## src/hdl/gbd_pkg.sv

```systemverilog
// ============================================================================
// gbd_pkg
// Shared types, constants and report helper for the gamepad button debouncer.
// ============================================================================
`default_nettype none

package gbd_pkg;

  // Default build: two pads of twelve buttons each.
  localparam int BUTTONS_PER_PAD_DEF = 12;
  localparam int PAD_COUNT_DEF       = 2;

  // Fixed field widths.
  localparam int RAW_W   = 12;
  localparam int COUNT_W = 8;
  localparam int AXIS_W  = 8;
  localparam int KEYS_W  = 8;
  localparam int MASK_W  = 2;
  localparam int CFG_IDX_W = 1;

  // Count value that both registers and every counter take at reset.
  localparam logic [COUNT_W-1:0] RESET_COUNT = 8'd10;

  // Button positions inside one pad's raw word.
  localparam int BTN_UP        = 0;
  localparam int BTN_DOWN      = 1;
  localparam int BTN_LEFT      = 2;
  localparam int BTN_RIGHT     = 3;
  localparam int BTN_FIRST_KEY = 4;

  // Axis levels.
  localparam logic signed [AXIS_W-1:0] AXIS_POS  = 8'sd127;
  localparam logic signed [AXIS_W-1:0] AXIS_NEG  = -8'sd127;
  localparam logic signed [AXIS_W-1:0] AXIS_ZERO = 8'sd0;

  // Configuration register indexes.
  typedef enum logic [CFG_IDX_W-1:0] {
    REG_RELEASE_COUNT = 1'b0,
    REG_PRESS_COUNT   = 1'b1
  } cfg_reg_t;

  // One input item.
  typedef struct packed {
    logic [RAW_W-1:0] pad1_raw;
    logic [RAW_W-1:0] pad2_raw;
  } in_t;

  // One result item.
  typedef struct packed {
    logic signed [AXIS_W-1:0] pad1_x;
    logic signed [AXIS_W-1:0] pad1_y;
    logic        [KEYS_W-1:0] pad1_buttons;
    logic signed [AXIS_W-1:0] pad2_x;
    logic signed [AXIS_W-1:0] pad2_y;
    logic        [KEYS_W-1:0] pad2_buttons;
    logic        [MASK_W-1:0] changed_mask;
  } out_t;

  // One stored button: debounced level and its down-counter.
  typedef struct packed {
    logic               held;
    logic [COUNT_W-1:0] ticks;
  } entry_t;

  localparam entry_t RESET_ENTRY = '{held: 1'b0, ticks: RESET_COUNT};

  // Axis and key report of one pad.
  typedef struct packed {
    logic signed [AXIS_W-1:0] x;
    logic signed [AXIS_W-1:0] y;
    logic        [KEYS_W-1:0] keys;
  } pad_rpt_t;

  // Builds a pad report from its held bits; right beats left, down beats up.
  function automatic pad_rpt_t pad_report(input logic [RAW_W-1:0] held);
    pad_rpt_t r;
    if (held[BTN_RIGHT]) begin
      r.x = AXIS_POS;
    end else if (held[BTN_LEFT]) begin
      r.x = AXIS_NEG;
    end else begin
      r.x = AXIS_ZERO;
    end
    if (held[BTN_DOWN]) begin
      r.y = AXIS_NEG;
    end else if (held[BTN_UP]) begin
      r.y = AXIS_POS;
    end else begin
      r.y = AXIS_ZERO;
    end
    r.keys = held[RAW_W-1:BTN_FIRST_KEY];
    return r;
  endfunction

endpackage

`default_nettype wire

```

## src/hdl/gbd_state_ram.sv

```systemverilog
// ============================================================================
// gbd_state_ram
// Button state memory with one read and one write port, registered read
// data, and per-entry valid bits so that unwritten entries read as reset.
// ============================================================================
`default_nettype none

module gbd_state_ram #(
  parameter int DEPTH  = gbd_pkg::BUTTONS_PER_PAD_DEF * gbd_pkg::PAD_COUNT_DEF,
  parameter int ADDR_W = $clog2(DEPTH)
) (
  input  wire logic                clk,
  input  wire logic                rst_n,
  input  wire logic                rd_en,
  input  wire logic [ADDR_W-1:0]   rd_addr,
  output gbd_pkg::entry_t          rd_data,
  input  wire logic                wr_en,
  input  wire logic [ADDR_W-1:0]   wr_addr,
  input  wire gbd_pkg::entry_t     wr_data
);

  gbd_pkg::entry_t mem [DEPTH];
  logic [DEPTH-1:0] valid_r;
  gbd_pkg::entry_t  rdata_r;
  logic             rvalid_r;

  // Storage write and registered read.
  always_ff @(posedge clk) begin
    if (wr_en) begin
      mem[wr_addr] <= wr_data;
    end
    if (rd_en) begin
      rdata_r <= mem[rd_addr];
    end
  end

  // Valid bits: cleared at reset, set by the first write of each entry.
  always_ff @(posedge clk) begin
    if (!rst_n) begin
      valid_r  <= '0;
      rvalid_r <= 1'b0;
    end else begin
      if (wr_en) begin
        valid_r[wr_addr] <= 1'b1;
      end
      if (rd_en) begin
        rvalid_r <= valid_r[rd_addr];
      end
    end
  end

  // An entry never written reads as a released button with a full count.
  assign rd_data = rvalid_r ? rdata_r : gbd_pkg::RESET_ENTRY;

endmodule

`default_nettype wire

```

## src/hdl/gamepad_button_debouncer.sv

```systemverilog
// ============================================================================
// gamepad_button_debouncer
// Asymmetric counter debouncer for up to two gamepads with joystick reports.
// ============================================================================
// Usage: each transfer on the in_ channel is one tick carrying the active-low
// raw levels of every button. Each tick yields exactly one transfer on the
// out_ channel with both pads' axes, button bytes and a per-pad changed mask.
// The button states and counters live in one memory with registered read
// data. A sequencer visits one button per cycle while the sweep is not held:
// read, then update and write back in the write-back stage. A tick occupies
// the sweep for PAD_COUNT * BUTTONS_PER_PAD buttons (24 by default), and the
// next tick is taken in the cycle the last button is read, so ticks stream
// back to back. The result sits in an output register; while it waits, the
// next tick is accepted and swept, and the sweep holds at the final
// write-back of that tick if the register is still full. At reset all
// buttons are released, all counters and both count registers are 10;
// there is no clearing pass. Configuration writes on cfg_ take effect at
// the next counter reload.
// ============================================================================
`default_nettype none

module gamepad_button_debouncer #(
  parameter int BUTTONS_PER_PAD = gbd_pkg::BUTTONS_PER_PAD_DEF,
  parameter int PAD_COUNT       = gbd_pkg::PAD_COUNT_DEF
) (
  input  wire logic                           clk,
  input  wire logic                           rst_n,
  input  wire logic                           in_valid,
  output logic                                in_ready,
  input  wire gbd_pkg::in_t                   in_data,
  output logic                                out_valid,
  input  wire logic                           out_ready,
  output gbd_pkg::out_t                       out_data,
  input  wire logic                           cfg_we,
  input  wire logic [gbd_pkg::CFG_IDX_W-1:0]  cfg_index,
  input  wire logic [gbd_pkg::COUNT_W-1:0]    cfg_wdata
);

  localparam int DEPTH  = BUTTONS_PER_PAD * PAD_COUNT;
  localparam int ADDR_W = $clog2(DEPTH);
  localparam int BTN_W  = $clog2(BUTTONS_PER_PAD);
  localparam logic [BTN_W-1:0] LAST_BTN = BTN_W'(BUTTONS_PER_PAD - 1);
  localparam logic             LAST_PAD = 1'(PAD_COUNT - 1);

  // Count registers.
  logic [gbd_pkg::COUNT_W-1:0] release_count_r;
  logic [gbd_pkg::COUNT_W-1:0] press_count_r;

  always_ff @(posedge clk) begin
    if (!rst_n) begin
      release_count_r <= gbd_pkg::RESET_COUNT;
      press_count_r   <= gbd_pkg::RESET_COUNT;
    end else if (cfg_we) begin
      unique case (gbd_pkg::cfg_reg_t'(cfg_index))
        gbd_pkg::REG_RELEASE_COUNT: release_count_r <= cfg_wdata;
        gbd_pkg::REG_PRESS_COUNT:   press_count_r   <= cfg_wdata;
        default: ;
      endcase
    end
  end

  // Pipeline control.
  logic              advance;
  logic              rd_active_r;
  logic              rd_pad_r;
  logic [BTN_W-1:0]  rd_btn_r;
  logic              rd_last;
  logic [BUTTONS_PER_PAD-1:0] raw1_r;
  logic [BUTTONS_PER_PAD-1:0] raw2_r;
  logic [ADDR_W-1:0] rd_addr;

  logic              wb_active_r;
  logic              wb_pad_r;
  logic [BTN_W-1:0]  wb_btn_r;
  logic              wb_last_r;
  logic              wb_raw_r;
  logic [ADDR_W-1:0] wb_addr;

  logic              out_valid_r;
  gbd_pkg::out_t     out_data_r;

  logic              accept;

  // The sweep holds only when a finished tick meets a full output register.
  assign advance  = !(wb_active_r && wb_last_r && out_valid_r && !out_ready);
  assign rd_last  = (rd_btn_r == LAST_BTN) && (rd_pad_r == LAST_PAD);
  assign in_ready = advance && (!rd_active_r || rd_last);
  assign accept   = in_valid && in_ready;

  assign rd_addr = rd_pad_r ? (ADDR_W'(BUTTONS_PER_PAD) + ADDR_W'(rd_btn_r))
                            : ADDR_W'(rd_btn_r);
  assign wb_addr = wb_pad_r ? (ADDR_W'(BUTTONS_PER_PAD) + ADDR_W'(wb_btn_r))
                            : ADDR_W'(wb_btn_r);

  // Read stage: steps through every button of every pad.
  always_ff @(posedge clk) begin
    if (!rst_n) begin
      rd_active_r <= 1'b0;
      rd_pad_r    <= 1'b0;
      rd_btn_r    <= '0;
    end else if (accept) begin
      rd_active_r <= 1'b1;
      rd_pad_r    <= 1'b0;
      rd_btn_r    <= '0;
    end else if (advance && rd_active_r) begin
      if (rd_last) begin
        rd_active_r <= 1'b0;
      end else if (rd_btn_r == LAST_BTN) begin
        rd_pad_r <= 1'b1;
        rd_btn_r <= '0;
      end else begin
        rd_btn_r <= rd_btn_r + 1'b1;
      end
    end
  end

  // Raw levels of the tick in flight.
  always_ff @(posedge clk) begin
    if (accept) begin
      raw1_r <= in_data.pad1_raw[BUTTONS_PER_PAD-1:0];
      raw2_r <= in_data.pad2_raw[BUTTONS_PER_PAD-1:0];
    end
  end

  // Write-back stage control.
  always_ff @(posedge clk) begin
    if (!rst_n) begin
      wb_active_r <= 1'b0;
    end else if (advance) begin
      wb_active_r <= rd_active_r;
    end
  end

  always_ff @(posedge clk) begin
    if (advance) begin
      wb_pad_r  <= rd_pad_r;
      wb_btn_r  <= rd_btn_r;
      wb_last_r <= rd_last;
      wb_raw_r  <= rd_pad_r ? raw2_r[rd_btn_r] : raw1_r[rd_btn_r];
    end
  end

  // State memory.
  gbd_pkg::entry_t rd_entry;
  gbd_pkg::entry_t wr_entry;
  logic            wr_en;

  assign wr_en = wb_active_r && advance;

  gbd_state_ram #(
    .DEPTH  (DEPTH),
    .ADDR_W (ADDR_W)
  ) u_state_ram (
    .clk     (clk),
    .rst_n   (rst_n),
    .rd_en   (rd_active_r && advance),
    .rd_addr (rd_addr),
    .rd_data (rd_entry),
    .wr_en   (wr_en),
    .wr_addr (wb_addr),
    .wr_data (wr_entry)
  );

  // Debounce update of the button in the write-back stage.
  logic                        now_held;
  logic [gbd_pkg::COUNT_W-1:0] dec_ticks;
  logic                        flip;

  always_comb begin
    now_held  = !wb_raw_r;
    dec_ticks = rd_entry.ticks - 1'b1;
    flip      = 1'b0;
    wr_entry  = rd_entry;
    if (now_held == rd_entry.held) begin
      wr_entry.ticks = rd_entry.held ? release_count_r : press_count_r;
    end else if (dec_ticks == '0) begin
      flip           = 1'b1;
      wr_entry.held  = now_held;
      wr_entry.ticks = now_held ? release_count_r : press_count_r;
    end else begin
      wr_entry.ticks = dec_ticks;
    end
  end

  // Collect the updated held bits and changed flags over the sweep.
  logic [BUTTONS_PER_PAD-1:0] held1_r;
  logic [BUTTONS_PER_PAD-1:0] held2_r;
  logic                       chg1_r;
  logic                       chg2_r;
  logic [BUTTONS_PER_PAD-1:0] held1_fin;
  logic [BUTTONS_PER_PAD-1:0] held2_fin;
  logic                       chg1_fin;
  logic                       chg2_fin;

  always_comb begin
    held1_fin = held1_r;
    held2_fin = held2_r;
    if (wb_pad_r) begin
      held2_fin[wb_btn_r] = wr_entry.held;
    end else begin
      held1_fin[wb_btn_r] = wr_entry.held;
    end
    chg1_fin = chg1_r || (flip && !wb_pad_r);
    chg2_fin = chg2_r || (flip && wb_pad_r);
  end

  always_ff @(posedge clk) begin
    if (wr_en) begin
      held1_r <= held1_fin;
      held2_r <= held2_fin;
    end
  end

  always_ff @(posedge clk) begin
    if (!rst_n) begin
      chg1_r <= 1'b0;
      chg2_r <= 1'b0;
    end else if (wr_en) begin
      chg1_r <= wb_last_r ? 1'b0 : chg1_fin;
      chg2_r <= wb_last_r ? 1'b0 : chg2_fin;
    end
  end

  // Report of the finished tick.
  gbd_pkg::pad_rpt_t rpt1;
  gbd_pkg::pad_rpt_t rpt2;
  gbd_pkg::out_t     result;

  always_comb begin
    rpt1 = gbd_pkg::pad_report(gbd_pkg::RAW_W'(held1_fin));
    rpt2 = gbd_pkg::pad_report(gbd_pkg::RAW_W'(held2_fin));
    result.pad1_x       = rpt1.x;
    result.pad1_y       = rpt1.y;
    result.pad1_buttons = rpt1.keys;
    if (PAD_COUNT >= 2) begin
      result.pad2_x       = rpt2.x;
      result.pad2_y       = rpt2.y;
      result.pad2_buttons = rpt2.keys;
      result.changed_mask = {chg2_fin, chg1_fin};
    end else begin
      result.pad2_x       = gbd_pkg::AXIS_ZERO;
      result.pad2_y       = gbd_pkg::AXIS_ZERO;
      result.pad2_buttons = '0;
      result.changed_mask = {1'b0, chg1_fin};
    end
  end

  // Output register.
  always_ff @(posedge clk) begin
    if (!rst_n) begin
      out_valid_r <= 1'b0;
    end else if (wr_en && wb_last_r) begin
      out_valid_r <= 1'b1;
    end else if (out_ready) begin
      out_valid_r <= 1'b0;
    end
  end

  always_ff @(posedge clk) begin
    if (wr_en && wb_last_r) begin
      out_data_r <= result;
    end
  end

  assign out_valid = out_valid_r;
  assign out_data  = out_data_r;

  // A finished tick always lands in the output register.
  a_finish_loads: assert property (@(posedge clk) disable iff (!rst_n)
    (wb_active_r && wb_last_r && advance) |=> out_valid_r)
    else $error("finished tick did not reach the output register");

  // Read and write-back never touch the same entry in one cycle.
  a_no_overlap: assert property (@(posedge clk) disable iff (!rst_n)
    (wb_active_r && rd_active_r) |-> (wb_addr != rd_addr))
    else $error("read and write-back address the same entry");

  // A result appears only after the last button of a tick is written.
  a_result_source: assert property (@(posedge clk) disable iff (!rst_n)
    $rose(out_valid_r) |-> $past(wb_active_r && wb_last_r))
    else $error("result raised without a finished tick");

  // With nonzero count registers no counter is ever stored as zero.
  a_nonzero_count: assert property (@(posedge clk) disable iff (!rst_n)
    (wr_en && (release_count_r != '0) && (press_count_r != '0))
      |-> (wr_entry.ticks != '0))
    else $error("counter written as zero");

endmodule

`default_nettype wire
```

## config.mk

```make
export PLATFORM = sky130hd
export DESIGN_NAME = gamepad_button_debouncer
export DESIGN_NICKNAME = d
export VERILOG_FILES = /design/src/hdl/gbd_pkg.sv /design/src/hdl/gbd_state_ram.sv /design/src/hdl/gamepad_button_debouncer.sv
export SDC_FILE = /design/constraint.sdc
export NUM_CORES = 1
export LEC_CHECK = 0
export BUFFER_PORTS_ARGS = -buffer_cell sky130_fd_sc_hd__buf_2
export CORE_MARGIN = 1
export CORE_UTILIZATION = 45
export DETAILED_ROUTE_END_ITERATION = 10
export SLEW_MARGIN = 0
export SYNTH_ARGS = -nofsm -noshare
export SYNTH_HDL_FRONTEND = slang
export SYNTH_SLANG_ARGS = --single-unit
```

## constraint.sdc

```tcl
create_clock -name clk -period 8.83 [get_ports clk]
set_input_delay 0.4415 -clock clk [delete_from_list [all_inputs] [get_ports clk]]
set_output_delay 0.4415 -clock clk [all_outputs]
set_load 0.05 [all_outputs]
```

==> results of run 1 <==
[final timing paths]
kind | cells past startpoint | from | endpoint
max reg2reg | 6 | u_state_ram.rdata_r[2]$_DFFE_PP_ | u_state_ram.mem[1][1]$_DFFE_PP_
min | 1 | in_data[15] | raw1_r[3]$_DFFE_PP_
min reg2reg | 1 | u_state_ram.valid_r[4]$_SDFFE_PN0P_ | u_state_ram.valid_r[4]$_SDFFE_PN0P_
max | 6 | u_state_ram.rdata_r[2]$_DFFE_PP_ | u_state_ram.mem[1][1]$_DFFE_PP_
[flip-flops by register name, summed over array words and instances, names as in the netlist, 4 cells and up]
register	flops
u_state_ram.valid_r	24
out_data	30
wb_btn_r	4
raw1_r	12
raw2_r	12
held2_r	12
release_count_r	8
press_count_r	8
u_state_ram.mem	216
u_state_ram.rdata_r	9
held1_r	12
rd_btn_r	4
[final cells by class]
type	count	area, um2	area share, %
clock buffer	53	1150	6.86
clock inverter	18	186	1.11
inverter	12	47.5	0.283
multi-input combinational	435	3960	23.6
sequential	361	10300	61.4
tap	402	503	2.99
timing repair buffer	114	633	3.76
[cells in the final DEF (no fill, tap or decap), drive strengths merged, types with 4 or more instances in the layout]
| cell | n |
|---|---|
| edfxtp | 310 |
| buf | 114 |
| mux4 | 77 |
| nand2 | 76 |
| clkbuf | 53 |
| dfxtp | 51 |
| nor2 | 49 |
| o21a | 27 |
| o21ai | 27 |
| mux2i | 25 |
| a21oi | 21 |
| a21boi | 16 |
| nand3 | 13 |
| inv | 13 |
| nor2b | 11 |
| nand2b | 10 |
| o31ai | 10 |
| clkinv | 10 |
| ha | 9 |
| a31oi | 6 |
| o22ai | 6 |
| a211oi | 5 |
| xnor2 | 4 |
| nor3 | 4 |
| a22oi | 4 |
| or2 | 4 |
| clkinvlp | 4 |
| xor2 | 4 |
| nand4 | 4 |
[critical path: stages, from the launching register on]
cell and delay, ns:
edfxtp_1 0.47, or4_4 0.61, nor4_4 0.16, xnor2_1 0.14
nand4_2 0.18, nor2b_1 0.74, mux2i_2 0.96
[cells by family (layout without fill, tap and decap cells)]
kind of cell               after synthesis  count (layout)  share of synthesized area, %
buffers and inverters                   73             197                          2.54
AOI/OAI and AO/OA                      126             126                          5.61
muxes                                  105             105                          13.9
DFF                                    361             361                          70.7
and+or+nand+nor                        187             187                          5.98
adders and majority gates                9               9                         0.771
xor gates and xnor gates                 8               8                         0.480
[through the flow]
stage / utilization [%] / hold slack [ns]
floorplan: - / 0.403
global placement: 48.8 / 0.443
detailed placement: 48.8 / 0.452
CTS: 53.0 / 0.0726
global route: 53.0 / 0.0647
finish: 53.0 / 0.0971
[routing by layer]
metal,share of wire [%],vias up,global-route usage [%]
met3,5.0,49,3.07
met1,45,3961,26.8
met4,2.0,0,5.51
met5,0,-,0
met2,48,227,31.7
li1,-,3564,-
[power breakdown]
group | leakage, uW | switching (uW) | internal [uW]
Combinational | 0.00175 | 80.1 | 56.2
Sequential | 0.00319 | 17.3 | 1880
Clock | 0.000653 | 658 | 1010
==> flow_summary.ini, run 1 <==
[job]
maxCapViolations = 0

[place]
dp.final_hpwl_um = 18900
dp_slack_ns = 5.26
place_area_mm2 = 0.0155
place_inst = 1324
port_buffers = 89
place_congestion = 0.780

[timing]
fmax_mhz = 277
fin_crit_ns = 3.61
relSlewSlack_pct = 15.4
fin_tns_setup_ns = 0
finalHoldViolCount = 0
tightest_slew_ns = 1.26
finalClockSkew_ns = 0.0145
setup_viol = 0
finalWorstSetupSlack_ns = 5.22
maxSlewViolCount = 0
rsz0062_at_grt = no
min_period_over_period_pct = 40.9

[yosys]
synth_area_mm2 = 0.0146
netlist_instances = 869
synthTopCellsByArea = edfxtp_1 64%, mux4_2 12%, dfxtp_1 7.0%
synth_commonest_cells = 310 x edfxtp_1, 77 x mux4_2, 76 x nand2_1, 51 x dfxtp_1, 49 x nor2_1
ys_seq_area_share_pct = 70.7
avgSynthCellArea_um2 = 16.8
async_flop_share_pct = 0
yosysWarnings = 0
synth-seq-cells = 361
synth_top_area_share_pct = 63.7
ys_types = 46
synth_fp_nets = 916
yosysMostFrequentCell = edfxtp_1
synth_edf_count = 310
synth_top_area_cell = edfxtp_1
ys.flop_type = edfxtp_1

[routing]
wirelength_um = 31100
drtAntennaViolNets = 0
dr.pass1.iters = 5
vias = 7801
drt_iter0_drc = 598
viasPerCell = 5.59
drc = 0
drt-wirelength-per-cell_um = 22.3

[final_layout]
nFillCells = 2547
final_area_mm2 = 0.0168
final_cell_count_no_fill = 1395
drive_gt1_share_pct = 28.4
syn_to_final_growth_pct = 15.2
antenna_cells = 0
fin_nets = 1010

[worst_setup_path]
path_max_fanout = 24
worst-setup-path-type = reg2reg
worstSetupStartpointType = flip-flop
ff2ff_setup_slack_ns = 5.22
cp-end-kind = flip-flop
critPathArrivalTime_ns = 3.78
cp.required_ns = 9.00

[min_path]
hold_class = in2reg

[die]
die_height_um = 182
die_width_um = 182
start_util_pct = 46.1
rows = 65
io_pins = 90
die_area_mm2 = 0.0332
core_mm2 = 0.0317

[clock_tree]
clkTransAtPathRegs_ns = 0.06
cts.sink_count = 361
cts.repair.resized = 0
cts-root-buf = clkbuf_16
cts_made_buffers = 39
hold_buffers = 0
cts_tree = done
post_cts_buffers = 0
htreeDepth = 2
cts_max_path_buffers = 3
clk_latency_ns = 0.52

[global_routing]
grt_pass1_wl_um = 47500
overflow = 0
grt_max_degree = 49
grt_pass1_vias = 7748
antenna_found_initial = 0
grtUsageTotal_pct = 19.3

[power]
irDropWorstVdd_mv = 0.149
fin_total_pwr_uw = 3700
p_leak_uw = 0.00559
power.density_mw_per_mm2 = 220

[run_status]
status = finished, final reports clean
No activity file was read; power rests on OpenSTA's default activity.
==> run 2, diff against run 1 <==
- ABC_AREA: default -> 1
- clock period: 8.83 -> 3.21 ns (I/O delays scaled with it)
==> run 2 against run 1 <==
Area after synthesis is 1.8% higher. Wire length increased by 17%. First-iteration DRC count is 61% higher. Largest cell class unchanged. Largest power group unchanged.
==> flow_summary.ini, run 2 <==
[timing]
min_period_over_period_pct = 83.5
tightest_slew_ns = 1.14
finalClockSkew_ns = 0.0178
fmax_mhz = 373
rsz0062_at_grt = no
setup_viol = 0
finalHoldViolCount = 0
finalWorstSetupSlack_ns = 0.530
relSlewSlack_pct = 23.5
fin_tns_setup_ns = 0
fin_crit_ns = 2.68
maxSlewViolCount = 0

[final_layout]
syn_to_final_growth_pct = 17.6
final_area_mm2 = 0.0175
multi_input_area_mm2 = 0.00383
largest-register = u_state_ram.mem
nFillCells = 2832
fin_nets = 1497
regArea_mm2 = 0.0103
final_cell_count_no_fill = 1921
final_common_cell = edfxtp_1
drive_gt1_share_pct = 15.3
largest_reg_flops = 216
antenna_cells = 0
layout_common_cells = 310 x edfxtp_1, 282 x nor2_1, 159 x o21ai_0, 144 x nand2_1, 89 x buf_2

[yosys]
synth_fp_nets = 1361
yosysMostFrequentCell = edfxtp_1
netlist_instances = 1314
synthTopCellsByArea = edfxtp_1 63%, nor2_1 7.1%, dfxtp_1 6.9%
synth_top_area_cell = edfxtp_1
avgSynthCellArea_um2 = 11.3
ys_types = 34
ys.flop_type = edfxtp_1
ys_seq_area_share_pct = 69.4
synth_edf_count = 310
synth-seq-cells = 361
synth_commonest_cells = 310 x edfxtp_1, 283 x nor2_1, 162 x o21ai_0, 144 x nand2_1, 82 x inv_1
synth_area_mm2 = 0.0149
async_flop_share_pct = 0
yosysWarnings = 0
synth_top_area_share_pct = 62.6

[worst_setup_path]
cp.required_ns = 3.38
ff2ff_setup_slack_ns = 0.53
r2r_end = u_state_ram.mem[11][1]$_DFFE_PP_
ff2ff_path_depth = 11
cp-end-kind = flip-flop
worst-setup-path-type = reg2reg
worstSetupStartpointType = flip-flop
startpoint = u_state_ram.rvalid_r$_SDFFE_PN0P_
path_max_fanout = 24
regToRegStartpoint = u_state_ram.rvalid_r$_SDFFE_PN0P_
critPathArrivalTime_ns = 2.85

[run_status]
status = finished, final reports clean

[power]
irDropWorstVdd_mv = 0.321
switchingPower_uw = 2130
seqPwrFrac_pct = 52.2
internal-power_uw = 7900
p_leak_uw = 0.00655
clockPowerShare_pct = 42.9
combPwrFrac_pct = 4.8
power.density_mw_per_mm2 = 573
swShare_pct = 21.2

[place]
dp.final_hpwl_um = 22200
place_congestion = 0.849
place_inst = 1814
port_buffers = 89
dp_slack_ns = 0.495
place_area_mm2 = 0.0159

[routing]
drtAntennaViolNets = 0
drc = 0
viasPerCell = 5.26
wirelength_um = 36300
drt_iter0_drc = 961
drt-wirelength-per-cell_um = 18.9
dr.pass1.iters = 5
vias = 10100

[clock_tree]
cts_made_buffers = 39
hold_buffers = 37
cts.repair.resized = 0
cts_max_path_buffers = 3
cts.sink_count = 361
cts_tree = done
clkTransAtPathRegs_ns = 0.06
clk_latency_ns = 0.52
htreeDepth = 2
cts-root-buf = clkbuf_16
post_cts_buffers = 0

[die]
die_area_mm2 = 0.0338
io_pins = 90
start_util_pct = 45.7
die_height_um = 184
core_mm2 = 0.0325
die_width_um = 184
rows = 66

[global_routing]
overflow = 0
grt_pass1_vias = 9662
grt_pass1_wl_um = 55800
grt_max_degree = 82
grtUsageTotal_pct = 21.9
antenna_found_initial = 0

[job]
maxCapViolations = 0

[min_path]
hold_start = cfg_index
whs_endpoint = release_count_r[1]$_SDFFE_PN1P_
min_path_cells = 4
hold_class = in2reg
## run 2: cell count changes in the layout (fill, tap and decap cells not counted), sizes merged, moves of 19 or more
cell / delta
dlygate4sd3: +37
o21ai: +135
buf: +25
nor2: +239
mux4: -77
inv: +74
o21a: -19
nand2: +71
o22ai: +36
nand3: +23
o221ai: +24
## run 2: worst max-delay path: stages, from the launching register on
cell	delay, ns
dfxtp_1	0.40
inv_2	0.06
nor2_2	0.15
ha_1	0.26
nand3_1	0.13
nor2_1	0.10
nand2_1	0.06
nand2_2	0.10
nor2_4	0.04
nand3_2	0.10
nand2_1	0.12
o21ai_2	0.80
## run 2: area by class of cell
type | instances | area share (%)
Timing Repair Buffer | 176 | 6.95
Tap cell | 442 | 3.16
Clock buffer | 50 | 5.99
Clock inverter | 20 | 1.02
Inverter | 88 | 1.90
Multi-Input combinational cell | 784 | 21.9
Sequential cell | 361 | 59.1
## run 2: worst max-delay path by stage
stage,end
finish,u_state_ram.mem[11][1]$_DFFE_PP_
global route,u_state_ram.mem[0][1]$_DFFE_PP_
CTS,u_state_ram.mem[0][1]$_DFFE_PP_
detailed placement,u_state_ram.mem[11][1]$_DFFE_PP_
global placement,u_state_ram.mem[9][1]$_DFFE_PP_
floorplan,u_state_ram.mem[0][1]$_DFFE_PP_
## run 2: routing by layer
layer / track usage (%) / routed length [um] / part of all wire, % / vias up
met3: 3.70 / 2370 / 6.5 / 52
met2: 34.6 / 16900 / 47 / 310
met5: 0 / 0 / 0 / -
met1: 31.2 / 16300 / 45 / 4893
met4: 6.07 / 779 / 2.1 / 0
li1: - / - / - / 4853
## run 2: logic make-up (layout without fill, tap and decap cells)
logic type      Yosys count  count (layout)  synth area share, %
mux                      16              16                 1.08
compound gates          270             270                 10.4
flops                   361             361                 69.4
xor+xnor                  3               3                0.177
buf+inv                 169             334                 4.93
fa+ha+maj                 9               9                0.757
simple gates            486             486                 13.2
## run 2: power by group through the flow
stage          clock network (uW)  logic (uW)  registers (uW)
4_1_cts                      4390         488            5240
5_1_grt                      4570         541            5240
3_5_place_dp                    0         450            5340
2_1_floorplan                   0         278            5320
3_3_place_gp                    0         442            5340
6_report                     4310         485            5240
## run 2: through the flow
step	hold slack (ns)	power, uW	utilization (%)
CTS	0.0480	10100	53.8
finish	0.0727	10000	53.8
detailed placement	0.339	5790	48.9
global route	0.117	10400	53.8
global placement	0.337	5780	48.9
floorplan	0.259	5600	-
